### config.mk
export PLATFORM = sky130hd
export DESIGN_NAME = bsmc_queue
export DESIGN_NICKNAME = d
export VERILOG_FILES = /design/src/hdl/bsmc_pkg.sv /design/src/hdl/bsmc_queue.sv
export SDC_FILE = /design/constraint.sdc
export NUM_CORES = 1
export LEC_CHECK = 0
export BUFFER_PORTS_ARGS = -buffer_cell sky130_fd_sc_hd__buf_2
export CAP_MARGIN = 20
export CORE_UTILIZATION = 60
export CTS_BUF_LIST = sky130_fd_sc_hd__clkbuf_4
export DETAILED_ROUTE_END_ITERATION = 16
export PLACE_DENSITY_LB_ADDON = 0.1
export SKIP_LAST_GASP = 1
export SLEW_MARGIN = 20
export SYNTH_ARGS = -nofsm -noshare
export SYNTH_HDL_FRONTEND = slang
export SYNTH_SLANG_ARGS = --single-unit
### constraint.sdc
create_clock -name clk -period 4.7 [get_ports clk]
set_clock_uncertainty 0.1 [all_clocks]
set_input_delay 0.235 -clock clk [delete_from_list [all_inputs] [get_ports clk]]
set_output_delay 0.235 -clock clk [all_outputs]
set_load 0.02 [all_outputs]
### src/hdl/bsmc_pkg.sv
package bsmc_pkg;

  // store geometry
  localparam int BLOCK_COUNT = 256;
  localparam int ROM_BANKS   = 16;
  localparam int OFF_W       = 14;
  localparam int BLK_W       = $clog2(BLOCK_COUNT);
  localparam int IDX_W       = BLK_W + OFF_W;
  localparam int WORDS       = BLOCK_COUNT * (1 << OFF_W);

  // command queue
  localparam int Q_DEPTH = 4;
  localparam int Q_AW    = $clog2(Q_DEPTH);

  // config register indexes
  localparam logic [1:0] CFG_MACHINE = 2'd0;
  localparam logic [1:0] CFG_MASK    = 2'd1;
  localparam logic [1:0] CFG_BANK    = 2'd2;

  localparam logic REQ_READ  = 1'b0;
  localparam logic REQ_WRITE = 1'b1;

  localparam logic [4:0] BANK_RESET     = 5'd16;
  localparam logic [7:0] PAGE_RESET     = 8'hff;
  localparam logic [8:0] ROM_BLOCK_BASE = 9'h010;

  localparam logic [15:0] ROM_LO        = 16'h8000;
  localparam logic [15:0] ROM_HI        = 16'hc000;
  localparam logic [15:0] IO_LO         = 16'hfc00;
  localparam logic [15:0] HI_LO         = 16'hff00;
  localparam logic [15:0] VEC_LO        = 16'hfff0;
  localparam logic [15:0] MMU_ON_ADDR   = 16'hfe0e;
  localparam logic [15:0] MMU_OFF_ADDR  = 16'hfe0f;
  localparam logic [15:0] MMU_PAGE_ADDR = 16'hfe10;
  localparam logic [15:0] MMU_PAGE_LAST = 16'hfe13;
  localparam logic [15:0] ROM_LATCH_ADDR = 16'hfe30;

  typedef enum logic [1:0] {
    MK_FLAT    = 2'd0,
    MK_FLAT_HI = 2'd1,
    MK_SWROM   = 2'd2,
    MK_MMU     = 2'd3
  } machine_t;

  typedef enum logic [1:0] {
    OP_NONE  = 2'd0,
    OP_READ  = 2'd1,
    OP_WRITE = 2'd2
  } op_t;

  typedef struct packed {
    op_t              op;
    logic             checked;
    logic [IDX_W-1:0] idx;
    logic [7:0]       data;
    logic             rnw_error;
    logic             write_ignored;
  } cmd_t;

  typedef struct packed {
    logic          full;
    logic          empty;
    logic [Q_AW:0] count;
  } q_status_t;

  typedef struct packed {
    logic       rnw_error;
    logic       data_mismatch;
    logic [7:0] expected_data;
    logic       write_ignored;
  } res_t;

  // block used for each 16K window while the MMU is off
  function automatic logic [7:0] mmu_off_block(input logic [1:0] win);
    logic [7:0] blk;
    case (win)
      2'd0:    blk = 8'h80;
      2'd1:    blk = 8'h81;
      2'd2:    blk = 8'h00;
      default: blk = 8'h01;
    endcase
    return blk;
  endfunction

endpackage

### src/hdl/bsmc_queue.sv
module bsmc_queue (
  input  logic                clk,
  input  logic                rst,
  input  logic                push,
  input  bsmc_pkg::cmd_t      wr_cmd,
  input  logic                pop,
  output bsmc_pkg::cmd_t      rd_cmd,
  output bsmc_pkg::q_status_t status
);
  import bsmc_pkg::*;

  cmd_t          slots [Q_DEPTH];
  logic [Q_AW-1:0] wr_ptr;
  logic [Q_AW-1:0] rd_ptr;
  logic [Q_AW:0]   count;

  always_ff @(posedge clk) begin
    if (rst) begin
      wr_ptr <= '0;
      rd_ptr <= '0;
      count  <= '0;
    end else begin
      if (push) wr_ptr <= wr_ptr + 1'b1;
      if (pop)  rd_ptr <= rd_ptr + 1'b1;
      case ({push, pop})
        2'b10:   count <= count + 1'b1;
        2'b01:   count <= count - 1'b1;
        default: ;
      endcase
    end
  end

  always_ff @(posedge clk) begin
    if (push) slots[wr_ptr] <= wr_cmd;
  end

  assign rd_cmd       = slots[rd_ptr];
  assign status.full  = count == (Q_AW+1)'(Q_DEPTH);
  assign status.empty = count == '0;
  assign status.count = count;

endmodule

After elaboration in Yosys (flattened, before gate mapping) --
Memories as Yosys holds them, arrays and structs flattened. A register that Yosys moved wholly into a read port is not among the register bits. Index checks and enable logic that the tools add are counted.
Storage, ports and cells: register bits 7, memory bits (writable) 140, input port bits 39, output and inout port bits 40, word-level logic and storage cells 18, memories 1
Cells by class: add/sub/neg operators 4, equal/unequal tests 3, mux-type cells 5, reduce and logical (&&, ||, !) cells 2
Memory list:
- slots | depth 4, width 35, read ports 1, clocked after memory_dff 1, wr ports 1, RTL line bsmc_queue.sv:12 | cmd_t slots [Q_DEPTH];
Operators with widths (count):
- 3-bit one-hot mux with 2 select lines | 1
- 2-bit by 1-bit adder with 2-bit output (second input constant) | 2
- 2-bit two-way mux | 2
- 3-bit by 1-bit adder with 3-bit output (second input constant) | 1
- 3-bit equality test (second input constant) | 1
- 3-bit zero test | 1
- 3-bit by 1-bit subtractor with 3-bit output (second input constant) | 1
- 2-bit by 1-bit equality test with 1-bit output (second input constant) | 1
- 2-bit equality test (second input constant) | 1
- 1-bit two-way mux | 2
- 2-bit nonzero test | 1

Logic depth before layout (Yosys ltp) --
depth in word-level cells 3, gate-level depth with buffers 7, gate-level depth less buffers 7

Least setup slack after synthesis --
OpenSTA, ideal clock, no wires.
path kind reg-to-reg, start register wr_ptr[0], end memory slots[2][0] (netlist bit), enable pin, setup time 0.395 ns, arrival 1.399 ns, required time 4.205 ns, setup slack 2.806 ns, stages on the path, launching flop included 4, path buffers 0, clock period less this slack 1.894 ns, cells stage by stage dfxtp_1 -> inv_1 -> ha_1 -> and2_1
RTL lines:
- start: declaration | RTL line bsmc_queue.sv:13 | logic [Q_AW-1:0] wr_ptr;
- start signal: assignment | RTL line bsmc_queue.sv:23 | if (push) wr_ptr <= wr_ptr + 1'b1;
- end: declaration | RTL line bsmc_queue.sv:12
No word-level cell before the write port.

==> run_results.csv <==
group,metric,value,unit
sta,holdWs,340,ps
final_layout,nFillCells,531,
run_status,violations,"DRC",
final_layout,seq_area,0.00439,mm2
pwr,p_int,1.94,mW
global_routing,gr-usage-all-layers,20.4,%
worst_setup_path,arrival,2390,ps
global_routing,grt_pass1_wl,14000,um
place,place_congestion,0.706,
global_routing,grt_start_max_net_pins,36,
floorplanning,die_h,98.1,um
pwr,power.share.switching,25.7,%
route,drt.antenna.violating_nets,0,
pwr,p_per_area,394,mW/mm2
run_status,outcome,"complete, but fails checks",
pwr,leakage,2.30,nW
worst_setup_path,cp-start-kind,"flip-flop",
yosys,ys_types,23,
global_routing,grt_antenna_before_repair,0,
floorplanning,rows,34,
clock_network,cts_root_buffer,"clkbuf_4",
clock_network,clock_latency,530,ps
yosys,syn_area,0.00554,mm2
worst_setup_path,rrSetupSlack,2820,ps
route,dr.first_iter.drc_count,127,
final_layout,drive_gt1_share,39.5,%
route,routed_wl,9000,um
sta,tightest_slew,948,ps
clock_network,cts_buffer_depth,2,
hold_path,hold_class,"in -> reg",
sta,period_minus_slack,2720,ps
yosys,ys_seq_area_share,79.2,%
sta,max_freq,0.367,GHz
pwr,power_switching,0.672,mW
floorplanning,initial_core_util,62.6,%
job,max_cap_viol_count,0,
clock_network,cts_tree,"done",
final_layout,nets,402,
yosys,syn_avg_cell_area,24.1,um2
worst_setup_path,critPathKind,"reg -> out",
floorplanning,die_area,0.00962,mm2
sta,relSlewSlack,36.8,%
yosys,synth-seq-cells,149,
worst_setup_path,required,4370,ps
pwr,total_power,2.61,mW
route,firstDrtPassIters,12,
sta,rsz0062_at_grt,"false",
sta,hold_viol_final,0,
route,vias,2662,
floorplanning,fp.dieW,98.1,um
clock_network,h-tree-depth,4,
floorplanning,io-pin-count,79,
pwr,ir_drop,0.000239,V
route,avgViaCountPerCell,5.57,
global_routing,overflow,0,
global_routing,grt_pass1_vias,2739,
place,place_ws,2500,ps
sta,setup_viol,0,
sta,fin_crit_sh,57.9,%
clock_network,cts_sinks,149,
sta,slew_viol_final,0,
pwr,combinationalPowerShare,12.7,%
place,numPortBuffers,78,
place,hpwl,5020,um
floorplanning,core,0.00885,mm2
worst_setup_path,end_kind,"output port",
clock_network,clk_pin_slew_worst_paths,140,ps
clock_network,post_cts_buffers,0,
sta,tns,0,ps
yosys,yosys_warnings,0,
pwr,pwr-share-seq,59.4,%
sta,setup_slack,1980,ps
final_layout,areaGrowthSynthToFinish,19.7,%
yosys,syn_nets,275,
route,wl_per_cell,18.8,um
final_layout,multi_input_area,0.00104,mm2
pwr,clkPwrFrac,27.9,%
final_layout,antenna_cells,0,
route,drc_errors,4,
yosys,synthCells,230,
clock_network,cts_buffers,17,
worst_setup_path,worst-path-max-fanout,29,
==> cell usage after synthesis <==
master      n  area [um2]
buf_12      3        60.1
xnor2_1     2        17.5
ha_1        5        62.6
buf_2       3        15.0
nor2_1      8        30.0
and3_1      1        6.26
buf_6       1        11.3
nor3_1      1        5.00
edfxtp_1  140        4200
o21ai_0     1        5.00
and2_1      4        25.0
mux4_1      5         131
nand2_1     1        3.75
fa_1        1        20.0
xor2_1      3        26.3
a21oi_1     2        10.0
dfxtp_1     9         180
or3_1       1        6.26
clkbuf_2    1        5.00
clkbuf_1    1        3.75
inv_1       6        22.5
mux2i_1     1        10.0
mux4_2     30         676
==> cell families after synthesis <==
group	after synthesis	share of synthesized area, %
buf+inv	15	2.12
mux	36	14.8
compound gates	3	0.271
xor+xnor	5	0.791
fa+ha+maj	6	1.49
simple gates	16	1.38
flops	149	79.2
==> layout by cell type, fill, tap and decap left out, drive strengths merged, types with 4 or more instances in the layout <==
master / Yosys / routed
mux4: 35 / 35
and2: 4 / 4
dlygate4sd3: 0 / 38
dfxtp: 9 / 9
ha: 5 / 5
edfxtp: 140 / 140
buf: 7 / 79
nor2: 8 / 8
clkinvlp: 0 / 6
clkbuf: 2 / 18
inv: 6 / 10
==> state kept, by name (all words and copies together) (netlist names), named ones only <==
| register | count |
|---|---|
| rd_ptr | 2 |
| wr_ptr | 2 |
| count | 3 |
| slots | 140 |
==> per-stage QoR <==
step | utilization (%) | cells | cell area, um2
after floorplan | - | 230 | 5540
after global placement | 67.6 | 408 | 5980
after detailed placement | 67.6 | 408 | 5980
after CTS | 74.9 | 478 | 6630
after global routing | 74.9 | 478 | 6630
final | 74.9 | 478 | 6630
==> worst max-delay path, stage by stage, from the launching register on <==
cell     delay (ps)
dfxtp_2         480
buf_4           530
mux4_1          660
buf_2           180
==> per-layer routing <==
| metal | up-vias | part of all wire [%] | global-route usage, % |
|---|---|---|---|
| met1 | 1357 | 42 | 25.9 |
| li1 | 1212 | - | - |
| met4 | 0 | 1.5 | 8.51 |
| met5 | - | 0 | 0 |
| met2 | 74 | 52 | 33.9 |
| met3 | 19 | 4.4 | 5.51 |
==> final timing paths <==
path                                        startpoint                endpoint  depth (start not counted)
worst max-delay path                         flip-flop              rd_cmd[27]                          3
worst min-delay path                        wr_cmd[32]  slots[3][32]$_DFFE_PP_                          2
worst max register to register  wr_ptr[0]$_SDFFE_PP0P_   slots[2][0]$_DFFE_PP_                          3
worst min register to register   count[2]$_SDFFE_PP0P_   count[2]$_SDFFE_PP0P_                          2
==> what timing repair did <==
item,in CTS,in global routing
resized for setup,0,0
endpoints found under the hold margin,149,0
hold buffers,38,0
==> final cells by class <==
| class | instances | share of cell area (%) |
|---|---|---|
| Clock buffer | 18 | 2.04 |
| Clock inverter | 14 | 1.93 |
| Inverter | 6 | 0.340 |
| Multi-Input combinational cell | 66 | 15.7 |
| Sequential cell | 149 | 66.2 |
| Tap cell | 108 | 2.04 |
| Timing Repair Buffer | 117 | 11.7 |
==> power groups by stage <==
stage	clock [mW]	sequential, mW	combinational (mW)
after floorplan	0	1.57	0.224
after global placement	0	1.58	0.306
after detailed placement	0	1.58	0.310
after CTS	0.739	1.55	0.336
after global routing	0.801	1.56	0.354
final	0.729	1.55	0.331
Note: power is estimated with default switching activity, not from simulation.
