==> src/hdl/bsmc_pkg.sv <==
package bsmc_pkg;

  // store geometry
  localparam int BLOCK_COUNT = 256;
  localparam int ROM_BANKS   = 16;
  localparam int OFF_W       = 14;
  localparam int BLK_W       = $clog2(BLOCK_COUNT);
  localparam int IDX_W       = BLK_W + OFF_W;
  localparam int WORDS       = BLOCK_COUNT * (1 << OFF_W);

  // command queue
  localparam int Q_DEPTH = 4;
  localparam int Q_AW    = $clog2(Q_DEPTH);

  // config register indexes
  localparam logic [1:0] CFG_MACHINE = 2'd0;
  localparam logic [1:0] CFG_MASK    = 2'd1;
  localparam logic [1:0] CFG_BANK    = 2'd2;

  localparam logic REQ_READ  = 1'b0;
  localparam logic REQ_WRITE = 1'b1;

  localparam logic [4:0] BANK_RESET     = 5'd16;
  localparam logic [7:0] PAGE_RESET     = 8'hff;
  localparam logic [8:0] ROM_BLOCK_BASE = 9'h010;

  localparam logic [15:0] ROM_LO        = 16'h8000;
  localparam logic [15:0] ROM_HI        = 16'hc000;
  localparam logic [15:0] IO_LO         = 16'hfc00;
  localparam logic [15:0] HI_LO         = 16'hff00;
  localparam logic [15:0] VEC_LO        = 16'hfff0;
  localparam logic [15:0] MMU_ON_ADDR   = 16'hfe0e;
  localparam logic [15:0] MMU_OFF_ADDR  = 16'hfe0f;
  localparam logic [15:0] MMU_PAGE_ADDR = 16'hfe10;
  localparam logic [15:0] MMU_PAGE_LAST = 16'hfe13;
  localparam logic [15:0] ROM_LATCH_ADDR = 16'hfe30;

  typedef enum logic [1:0] {
    MK_FLAT    = 2'd0,
    MK_FLAT_HI = 2'd1,
    MK_SWROM   = 2'd2,
    MK_MMU     = 2'd3
  } machine_t;

  typedef enum logic [1:0] {
    OP_NONE  = 2'd0,
    OP_READ  = 2'd1,
    OP_WRITE = 2'd2
  } op_t;

  typedef struct packed {
    op_t              op;
    logic             checked;
    logic [IDX_W-1:0] idx;
    logic [7:0]       data;
    logic             rnw_error;
    logic             write_ignored;
  } cmd_t;

  typedef struct packed {
    logic          full;
    logic          empty;
    logic [Q_AW:0] count;
  } q_status_t;

  typedef struct packed {
    logic       rnw_error;
    logic       data_mismatch;
    logic [7:0] expected_data;
    logic       write_ignored;
  } res_t;

  // block used for each 16K window while the MMU is off
  function automatic logic [7:0] mmu_off_block(input logic [1:0] win);
    logic [7:0] blk;
    case (win)
      2'd0:    blk = 8'h80;
      2'd1:    blk = 8'h81;
      2'd2:    blk = 8'h00;
      default: blk = 8'h01;
    endcase
    return blk;
  endfunction

endpackage

==> src/hdl/bsmc_front.sv <==
module bsmc_front (
  input  logic            clk,
  input  logic            rst,
  input  logic            accept,
  input  logic            req_type,
  input  logic            address_known,
  input  logic [15:0]     address,
  input  logic [7:0]      bus_data,
  input  logic            rnw_pin,
  input  logic [2:0]      access_type,
  input  logic            cfg_wr_en,
  input  logic [1:0]      cfg_index,
  input  logic [7:0]      cfg_data,
  output bsmc_pkg::cmd_t  cmd
);
  import bsmc_pkg::*;

  machine_t   machine_kind;
  logic [7:0] model_mask;
  logic [4:0] rom_bank;
  logic       mmu_on;
  logic [7:0] mmu_page [4];

  logic       en;
  logic       in_io;
  logic       in_rom;
  logic [8:0] blk;
  logic       loc_ok;
  logic       set_bank;
  logic       set_mmu_on;
  logic       set_mmu_off;
  logic       page_we;

  always_ff @(posedge clk) begin
    if (rst) begin
      machine_kind <= MK_FLAT;
      model_mask   <= '0;
      rom_bank     <= BANK_RESET;
      mmu_on       <= 1'b0;
      for (int i = 0; i < 4; i++) mmu_page[i] <= PAGE_RESET;
    end else begin
      if (cfg_wr_en) begin
        case (cfg_index)
          CFG_MACHINE: machine_kind <= machine_t'(cfg_data[1:0]);
          CFG_MASK:    model_mask   <= cfg_data;
          CFG_BANK:    rom_bank     <= cfg_data[4:0];
          default: ;
        endcase
      end
      if (accept) begin
        if (set_bank)    rom_bank <= {1'b0, bus_data[3:0]};
        if (set_mmu_on)  mmu_on   <= 1'b1;
        if (set_mmu_off) mmu_on   <= 1'b0;
        if (page_we)     mmu_page[address[1:0]] <= bus_data;
      end
    end
  end

  always_comb begin
    en     = address_known && model_mask[access_type];
    in_io  = (address >= IO_LO) && (address < HI_LO);
    in_rom = (address >= ROM_LO) && (address < ROM_HI);

    // map the address onto a 16K block of the store
    loc_ok = 1'b1;
    case (machine_kind)
      MK_MMU: begin
        blk = {1'b0, mmu_on ? mmu_page[address[15:14]] : mmu_off_block(address[15:14])};
      end
      MK_SWROM: begin
        if (in_rom) begin
          blk    = ROM_BLOCK_BASE + {4'b0, rom_bank};
          loc_ok = rom_bank < 5'(ROM_BANKS);
        end else begin
          blk = {7'b0, address[15:14]};
        end
      end
      default: blk = {7'b0, address[15:14]};
    endcase
    if (blk >= 9'(BLOCK_COUNT)) loc_ok = 1'b0;

    set_bank    = 1'b0;
    set_mmu_on  = 1'b0;
    set_mmu_off = 1'b0;
    page_we     = 1'b0;

    cmd.op            = OP_NONE;
    cmd.checked       = 1'b1;
    cmd.idx           = {blk[BLK_W-1:0], address[OFF_W-1:0]};
    cmd.data          = bus_data;
    cmd.rnw_error     = (req_type == REQ_WRITE) ? rnw_pin : !rnw_pin;
    cmd.write_ignored = 1'b0;

    if (en) begin
      if (req_type == REQ_WRITE) begin
        if (machine_kind == MK_MMU && in_io) begin
          set_mmu_on  = (address == MMU_ON_ADDR) && bus_data[4];
          set_mmu_off = (address == MMU_OFF_ADDR) && bus_data[4];
          page_we     = (address >= MMU_PAGE_ADDR) && (address <= MMU_PAGE_LAST);
        end else begin
          if (machine_kind == MK_SWROM) begin
            set_bank = address == ROM_LATCH_ADDR;
            cmd.write_ignored = ((address >= ROM_LO) && (address < IO_LO)) ||
                                (address >= HI_LO);
          end
          if (!cmd.write_ignored && loc_ok) cmd.op = OP_WRITE;
        end
      end else begin
        // I/O reads on the larger machines are not tracked
        if (!((machine_kind == MK_SWROM || machine_kind == MK_MMU) && in_io)) begin
          cmd.checked = !(machine_kind == MK_FLAT_HI && address >= HI_LO &&
                          address < VEC_LO);
          if (loc_ok) cmd.op = OP_READ;
        end
      end
    end
  end

endmodule

==> config.mk <==
export PLATFORM = sky130hd
export DESIGN_NAME = bsmc_front
export DESIGN_NICKNAME = d
export VERILOG_FILES = /design/src/hdl/bsmc_pkg.sv /design/src/hdl/bsmc_front.sv
export SDC_FILE = /design/constraint.sdc
export NUM_CORES = 1
export LEC_CHECK = 0
export BUFFER_PORTS_ARGS = -buffer_cell sky130_fd_sc_hd__buf_2
export CORE_UTILIZATION = 40
export DETAILED_ROUTE_END_ITERATION = 12
export PLACE_DENSITY_LB_ADDON = 0.12
export SETUP_SLACK_MARGIN = 0.4
export SLEW_MARGIN = 15
export SYNTH_ARGS = -nofsm -noshare
export SYNTH_HDL_FRONTEND = slang
export SYNTH_SLANG_ARGS = --single-unit
==> constraint.sdc <==
create_clock -name clk -period 3.6 [get_ports clk]
set_clock_uncertainty 0.2 [all_clocks]
set_input_delay 0.72 -clock clk [delete_from_list [all_inputs] [get_ports clk]]
set_output_delay 0.72 -clock clk [all_outputs]
set_load 0.01 [all_outputs]
# Yosys cells after proc, flatten, opt, wreduce, memory -nomap -nowiden
# Memories as Yosys holds them, arrays and structs flattened.
# Cells that the tools add are included.
# word_totals
word_cells	104
inputBits	44
regBits	16
memories	1
mem_bits_rw	32
# op_classes
n_addsub	1
mux	52
reduce_logical	24
eq_ne	10
order_cmp	12
# mem_list
memory	depth	word_bits	rd	rd_ports_with_merged_regs	wr	line_no	rtl
mmu_page	4	8	1	0	4	bsmc_front.sv:22	logic [7:0] mmu_page [4];
# ops
op	n
greater-or-equal comparator 16 bit (second input constant)	4
< comparator 16 bit (second input constant)	4
equality test 16 bit (second input constant)	3
2-to-1 mux 1 bit	36
one-hot mux 8 bit (3 select lines)	1
2-to-1 mux 5 bit	4
less-or-equal comparator 16 bit (second input constant)	1
2-to-1 mux 8 bit	2
one-hot mux 8 bit (2 select lines)	1
logical AND 1 bit	12
greater-or-equal comparator 9 bit (second input constant)	1
equality test 2 bit (second input constant)	4
2-to-1 mux 2 bit	4
OR reduction 8 bit	1
adder 5 x 5 -> 6 bit (first input constant)	1
equality test 2 x 1 -> 1 bit (second input constant)	3
2-to-1 mux 3 bit	2
2-to-1 mux 6 bit	1
AND reduction 2 bit	3
< comparator 5 bit (second input constant)	1
logical NOT 2 bit	2
< comparator 3 x 4 -> 1 bit (second input constant)	1
binary-select mux 1 bit (select 3 bit)	1
logical NOT 1 bit	3
other kinds (2)	3

# Depth between registers and ports, before layout
# logic_depth
ltp_word	13
mapped_depth	6

# Least setup slack after synthesis
# No wires, ideal clock.
# synth_timing
kind	input-to-output
startpoint	input address[14]
endpoint	output cmd[26] (netlist bit)
slack_ps	550
arrival_time_ps	2130
path_buffers	2
stages	4
path_cell_list	clkbuf_1 > clkbuf_1 > mux4_2 > a22o_1
# synth_lines
element	line_no	rtl
from (decl)	bsmc_front.sv:7	input logic [15:0] address,
to (decl)	bsmc_front.sv:14	output bsmc_pkg::cmd_t cmd

==> summary.txt <==
Outcome
  – Outcome: completed

Setup path
  – CP arrival: between 2 and 2.5 ns
  – FF-to-FF Start: model_mask[3]
  – CP max-delay cell: a211oi_2
  – Reg2reg end: mmu_page[1][3]
  – CP dominant cell by count: buf_2
  – Critical path required time: 2.68 ns
  – Max incr delay on CP: 0.37 ns
  – Worst Setup Start Kind: input port
  – R2R Setup Slk: between 1 and 1.5 ns
  – Crit path max fanout: 15
  – Crit Path Class: input port to primary output
  – CP delay by family, top: compound AO/OA/AOI/OAI gates
  – FF-to-FF path depth: 5
  – Critical-path cell list: buf_2, nand2_1, a211oi_2, o21ai_0, a21oi_1, buf_2
  – Worst path bufs/invs: 2
  – Crit. End Element: primary output

GRT
  – Overflow left after global routing: 0
  – Antenna violations before repair: 0
  – GRT Util Overall: 18.6%
  – Largest net degree at the start of global routing: 29
  – First-pass GRT wire length: 10.1 mm
  – Vias in the first global route: slightly below 2k

Detailed routing
  – DR iter-0 viols: 78
  – Detailed Route WL: about 6.3 mm
  – DR pass1 iterations: 4
  – Antenna-violating nets left: 0
  – Drt wl/cell: between 15 and 20 um
  – Post-route DRC violation count: 0
  – DR vias: a little under 2k
  – Vias per inst: 5.31

Clocking
  – Clock-pin slew on the worst setup and hold paths: 0.09 ns
  – Root Driver: clkbuf_8
  – CTS Buf Count: 5
  – Post-CTS Hold Buffers: 0
  – Setup Fix Bufs, Post-CTS: 0
  – Num Clock Sinks: 48
  – Clock Tree Buf Depth: 2
  – Post-cts resize count: 0
  – H-tree Lvls: 2
  – TritonCTS clock tree: built
  – Worst skew pair latency: 0.30 ns

Cells and area
  – Fillers: 628
  – Ant. Diodes: 0
  – Final Util: 47.9%
  – Non-Filler Instances: ~380
  – Area growth syn-to-layout: 15.1%
  – Nets: 341
  – Most frequent cells in the layout: buf_2, nand2_1, edfxtp_1, nor2_1, mux2i_1
  – Commonest non-fill, non-tap cell in the layout: buf_2
  – Layout cells sized above 1: between 30% and 40%

Floorplan
  – Core area: between 6000 and 7000 um^2
  – Cell row count: 29
  – Chip width: ~83 um
  – I/O pins: 79
  – Die Y: ~83 um
  – Die ar.: ~7000 um^2
  – Starting Density: between 40% and 50%

Power
  – Sw frac: around a quarter
  – Power share of the combinational group: between 10 and 15%
  – Max IR drop VDD: approximately 0.16 mV
  – Pwr per Cell Area: around 350 nW/um^2
  – Leak: 1.15 nW
  – Switching power: about 0.28 mW
  – P_int: between 0.7 and 0.8 mW
  – Sequential power share: between 50% and 60%
  – Clock network power share: 31.5%

STA
  – Final hold slack: ~0.3 ns
  – Final TNS setup: 0 ns
  – RSZ-0062 raised after global routing: no
  – Crit share post-route: 83.8%
  – # setup viols final: 0
  – Worst slew margin: a little under two thirds
  – Slew Viols, Final: 0
  – FMAX: roughly 330 MHz
  – Final Critical Period: about 3.0 ns
  – Worst slew pin tran: between 0.5 and 0.6 ns
  – Final hold vios: 0

Placed design
  – Placed cell count: about 370
  – I/O Buffers: 78
  – Dpl hpwl: approximately 4.5 mm
  – GPL Wtd Cong: 0.800

Synthesis
  – Register area share after synthesis: about 48%
  – Ys flop type: edfxtp_1
  – Number of synthesized register bits: 48
  – Mapped Nets: between 200 and 300
  – Ys async rst share: 0%
  – Yosys cell types: 46
  – Post-synth EDFFs: 32
  – Avg Cell Area, Syn: roughly 11 um^2
  – Yosys warns: 0
  – Mapped Cells: about 240
  – Mapped Area: 2660 um^2

Job
  – Max-Cap Viols: 0

Min path
  – Worst hold path cell count: 2
  – Class of the worst hold path: register to register
  – Critical hold path startpoint: model_mask[3]
  – Worst-case hold path end point: model_mask[3]
per-layer routing:
metal / wire length, um / vias to the layer above / global-route usage (%)
li1: - / 968 / -
met3: 283 / 5 / 4.06
met4: 48 / 0 / 3.70
met1: 2750 / 962 / 24.1
met5: 0 / - / 0
met2: 3190 / 55 / 32.2
power by group through the flow:
| stage | combinational [mW] | sequential [mW] | clock (mW) |
|---|---|---|---|
| final | 0.135 | 0.596 | 0.336 |
| after global routing | 0.149 | 0.597 | 0.363 |
| after CTS | 0.137 | 0.596 | 0.341 |
| after detailed placement | 0.137 | 0.608 | 0 |
| after global placement | 0.135 | 0.608 | 0 |
| after floorplan | 0.0912 | 0.605 | 0 |
how the worst max path moves through the flow:
stage                            from  endpoint  slack [ns]  depth (start not counted)
after CTS                 address[14]   cmd[34]        0.42                          6
final                     address[14]   cmd[34]        0.58                          6
after floorplan           address[14]   cmd[26]        0.55                          4
after detailed placement  address[14]   cmd[34]        0.43                          6
after global placement    address[14]   cmd[34]        0.45                          6
after global routing      address[14]   cmd[34]        0.42                          6
metrics by stage:
stage          worst slack, ns  area, um^2  power (mW)
3_5_place_dp             0.434        2960       0.745
4_1_cts                  0.422        3050        1.07
2_1_floorplan            0.550        2660       0.696
3_3_place_gp             0.449        2960       0.743
6_report                 0.581        3060        1.07
5_1_grt                  0.419        3060        1.11
cells by family after synthesis:
kind of cell / synth area share, %
and+or+nand+nor: 21.5
DFF: 48.3
buffers and inverters: 8.11
muxes: 15.6
AOI/OAI and AO/OA: 6.13
xor gates and xnor gates: 0.330
cells in the mapped netlist (all sizes together) (2+ instances only):
library cell / n / area, um^2
clkbuf: 12 / 46.3
and4: 2 / 17.5
nand3b: 4 / 30.0
nand4: 4 / 31.3
a22o: 5 / 43.8
nand3: 2 / 10.0
nor4: 4 / 70.1
buf: 22 / 165
nand2: 40 / 153
edfxtp: 32 / 961
mux4: 7 / 158
or2: 3 / 18.8
nor3: 2 / 10.0
a21oi: 4 / 20.0
or3b: 2 / 17.5
a211oi: 2 / 15.0
dfxtp: 16 / 320
mux2i: 19 / 190
mux2: 6 / 67.6
nor2: 31 / 119
o21ai: 2 / 10.0
nor2b: 2 / 12.5
a311oi: 2 / 17.5
sequential cells by signal, summed over array words and instances, names as in the netlist:
signal	flops
machine_kind	2
mmu_page	32
mmu_on	1
rom_bank	5
model_mask	8
area by class of cell:
class / instances / area, um^2 / area share [%]
Timing Repair Buffer: 82 / 420 / 13.8
Inverter: 1 / 3.75 / 0.123
Multi-Input combinational cell: 159 / 1160 / 38.1
Clock inverter: 3 / 22.5 / 0.737
Tap cell: 77 / 96.3 / 3.15
Clock buffer: 5 / 68.8 / 2.25
Sequential cell: 48 / 1280 / 41.9
worst reg2reg max path, cell delays in order (launching register included):
cell and delay, ns:
dfxtp_1 0.34, mux2i_1 0.09, a22oi_1 0.31, nand4_2 0.35, nor4b_4 0.35, or2_1 0.38
Power figures use the tool's default switching activity.
